### src/smm_pkg.sv
// ============================================================================
// smm_pkg : shared types and constants for the square matrix multiplier
// Element widths, index widths, order limits and the sequencer state type.
// ============================================================================
`default_nettype none
package smm_pkg;
    localparam int ElemW      = 32;
    localparam int IdxW       = 3;
    localparam int OrdW       = 2;
    localparam int MaxOrderDefault = 8;
    localparam logic [OrdW-1:0] OrderLog2Reset = 2'd2;

    typedef logic signed [ElemW-1:0] t_elem;

    typedef enum logic [1:0] {
        ST_LOAD,
        ST_COMPUTE,
        ST_DRAIN
    } t_state;

    // control handed along the cell chain
    typedef struct packed {
        logic clear;   // start a new dot product
        logic mac;     // accumulate this cycle
    } t_cell_ctl;
endpackage
`default_nettype wire

### src/smm_cell.sv
// ============================================================================
// smm_cell : one multiply-accumulate cell of the chain
// Multiplies its operands, registers the product, accumulates, and hands
// its control on to the next cell.
// ============================================================================
`default_nettype none
module smm_cell (
    input  wire                  i_clk,
    input  wire                  i_rst_n,
    input  smm_pkg::t_cell_ctl   i_ctl,
    input  wire [31:0]           i_a,
    input  wire [31:0]           i_b,
    output smm_pkg::t_cell_ctl   o_ctl,
    output logic [31:0]          o_acc
);
    import smm_pkg::*;

    t_cell_ctl   r_ctl;
    logic [31:0] r_prod;
    logic [31:0] r_acc;
    logic [31:0] w_prod;

    // low half of the product is all that survives the wrap
    assign w_prod = i_a * i_b;

    // stage product and pass control along
    always_ff @(posedge i_clk) begin
        if (!i_rst_n) begin
            r_ctl <= '0;
        end else begin
            r_ctl <= i_ctl;
        end
        r_prod <= w_prod;
    end

    // accumulate one term per cycle while mac is set
    always_ff @(posedge i_clk) begin
        if (r_ctl.mac) begin
            r_acc <= r_ctl.clear ? r_prod : r_acc + r_prod;
        end
    end

    assign o_ctl = r_ctl;
    assign o_acc = r_acc;
endmodule
`default_nettype wire

### config.mk
export PLATFORM = sky130hd
export DESIGN_NAME = smm_cell
export DESIGN_NICKNAME = d
export VERILOG_FILES = /design/src/smm_pkg.sv /design/src/smm_cell.sv
export SDC_FILE = /design/constraint.sdc
export NUM_CORES = 1
export LEC_CHECK = 0
export ABC_AREA = 1
export BUFFER_PORTS_ARGS = -buffer_cell sky130_fd_sc_hd__clkbuf_2
export CORE_MARGIN = 8
export CORE_UTILIZATION = 42
export CTS_CLUSTER_SIZE = 30
export DETAILED_ROUTE_END_ITERATION = 7
export MAX_ROUTING_LAYER = met4
export SLEW_MARGIN = 10
export SYNTH_ARGS = -nofsm -noshare
export SYNTH_HDL_FRONTEND = slang
export SYNTH_SLANG_ARGS = --single-unit
### constraint.sdc
create_clock -name i_clk -period 9.35 [get_ports i_clk]
set_input_delay 1.87 -clock i_clk [delete_from_list [all_inputs] [get_ports i_clk]]
set_output_delay 1.87 -clock i_clk [all_outputs]
set_load 0.05 [all_outputs]
==> run_results.csv <==
group,metric,value,unit
global_route,grt_max_degree,44,
timing,postLayoutSetupSlackWorst,0.674,ns
yosys,ys_seq_area_share,7.97,%
clock_tree,cts_tree,"built",
routing,dr.pass1.iters,8,
yosys,yosysTopAreaCellShare,39.7,%
cells_and_area,multi_input_area,0.0155,sq mm
yosys,synth_fp_nets,3378,
timing,clock.fmax,0.115,GHz
routing,routed_wl,60700,um
timing,period_share,92.8,%
setup_path,worstSetupEndpointType,"flop",
global_route,track_usage,22.6,%
floorplan,die_y,238,um
global_route,grt_overflow_total,0,
clock_tree,htreeDepth,3,
timing,hold_violations,0,
cells_and_area,layout.cells.non_filler,3400,
cells_and_area,seq_area,0.00164,sq mm
yosys,netlist_area,0.0206,sq mm
routing,vias,16934,
floorplan,start_util,42.4,%
clock_tree,cts.sink_count,66,
routing,post_drt_wl_per_cell,17.8,um
setup_path,arrival,8.89,ns
timing,setup_viol,0,
floorplan,rows,81,
status,status,"complete, no violations",
cells_and_area,drive_gt1_share,6.20,%
cells_and_area,layout_commonest_cell,"nand2_1",
yosys,async_flop_share,0,%
timing,period_minus_slack,8.68,ns
setup_path,crit_fanout,15,
cells_and_area,n_fill_cell,4916,
global_route,antenna_found_initial,4,
cells_and_area,fin_nets,3401,
timing,report.final.slew_viol_count,0,
placement,dp.cells,3381,
clock_tree,cts_root_buf,"clkbuf_16",
yosys,yosys.cell_types.count,51,
timing,rsz0062_at_grt,"no",
worst_hold_path,hold_path.class,"flop to flop",
clock_tree,hold_buffers,0,
setup_path,start_kind,"primary input",
yosys,synth_area_leaders,"fa_1, nand2_1, inv_1",
yosys,ys_warn_count,0,
clock_tree,cts_buffer_depth,2,
setup_path,cp.required,9.57,ns
global_route,grt_pass1_wl,98000,um
setup_path,path_class,"primary input to flop",
placement,place.gp.congestion,0.944,
clock_tree,clk_latency,0.34,ns
cells_and_area,final_cell_mix,"nand2_1, inv_1, fa_1",
timing,maxSlewHeadroom,32.1,%
routing,drc_errors,0,
routing,drtIter0Drc,996,
clock_tree,cts.repair.resized,0,
yosys,netlist_instances,2747,
routing,via_per_inst,4.98,
yosys,synth_flop_cell,"dfxtp_1",
floorplan,ioPinCount,102,
yosys,synth-edff-count,32,
clock_tree,clk_pin_slew_worst_paths,0.06,ns
floorplan,coreArea,0.0486,sq mm
floorplan,fp.dieW,238,um
placement,portBuffers,101,
yosys,synth_top_area_cell,"fa_1",
global_route,grt_pass1_vias,18061,
routing,ant_nets,0,
timing,setup_tns,0,ns
cells_and_area,areaGrowthSynthToFinish,6.20,%
timing,worst_slew_pin_slew,1.02,ns
timing,fin_worst_skew,0.00547,ns
clock_tree,cts_setup_buffers,0,
yosys,ys_seq_elements,66,
run,drv_cap,0,
placement,dp_slack,0.334,ns
placement,dp_hpwl,51400,um
clock_tree,tritoncts.num_buffers,9,
yosys,avgSynthCellArea,7.50,sq um
floorplan,dieArea,0.0564,sq mm
==> flip-flops by register name, summed over array words and instances (netlist names) <==
signal	flops
o_acc	32
r_prod	32
o_ctl	2
==> final timing paths <==
path	start	to	slack, ns	cells after the start
worst min register to register	r_prod[18]$_DFF_P_	o_acc[18]$_DFFE_PP_	0.53	2
worst min-delay path	r_prod[18]$_DFF_P_	o_acc[18]$_DFFE_PP_	0.53	2
worst max register to register	o_acc[0]$_DFFE_PP_	o_acc[26]$_DFFE_PP_	6.77	15
worst max-delay path	i_b[5]	r_prod[26]$_DFF_P_	0.67	26
==> through the flow <==
step / instance area, sq um / hold slack (ns) / utilization [%]
finish: 21900 / 0.531 / 45.0
global route: 21900 / 0.548 / 45.0
CTS: 21900 / 0.525 / 45.0
detailed placement: 21600 / 0.515 / 44.4
global placement: 21600 / 0.524 / 44.4
floorplan: 20600 / 0.494 / -
==> synth_stat cells, drive strengths merged, types with 15 or more instances <==
| library cell | count |
|---|---|
| edfxtp | 32 |
| inv | 783 |
| dfxtp | 34 |
| nor2 | 69 |
| nand3 | 73 |
| a21oi | 71 |
| nand2 | 830 |
| xnor2 | 15 |
| o21ai | 41 |
| buf | 29 |
| fa | 409 |
| ha | 154 |
| clkbuf | 82 |
| xor2 | 25 |
==> cells by family after synthesis <==
family | Yosys count | share of synthesized area (%)
compound gates | 164 | 4.91
xor+xnor | 40 | 1.70
fa+ha+maj | 563 | 49.1
buf+inv | 894 | 16.6
flops | 66 | 7.97
simple gates | 1020 | 19.8
==> area by class of cell <==
class	instances	share of cell area, %
flip-flops and latches	66	7.50
multi-input cells	1787	71.0
clock inverters	4	0.149
repair buffers	123	3.06
clock buffers	12	1.22
diodes	3	0.0343
inverters	783	13.4
well taps	622	3.56
==> critical path, stage by stage <==
cell and delay [ns]:
clkbuf_2 0.38, buf_4 0.32, nand2_1 0.10, inv_1 0.10
fa_1 0.43, fa_1 0.52, inv_1 0.05, fa_1 0.46
fa_1 0.49, inv_1 0.05, fa_1 0.50, inv_1 0.06
fa_1 0.60, fa_1 0.45, fa_1 0.49, inv_1 0.04
ha_1 0.35, a21oi_1 0.29, o21ai_0 0.18, a21oi_1 0.36
nand3_1 0.27, nand3_1 0.13, nand2_1 0.09, nand3_1 0.09
nand2_1 0.06, xor2_1 0.15
==> metal layers <==
| layer | global-route usage, % | wire length (um) | part of all wire (%) |
|---|---|---|---|
| met5 | - | 0 | 0 |
| met4 | 7.38 | 2100 | 3.5 |
| met3 | 1.56 | 2830 | 4.7 |
| met2 | 38.8 | 30300 | 50 |
| met1 | 28.2 | 25500 | 42 |
Power is not shown: default switching activity piles up to over one toggle a cycle in this logic, so the estimate is an artifact.
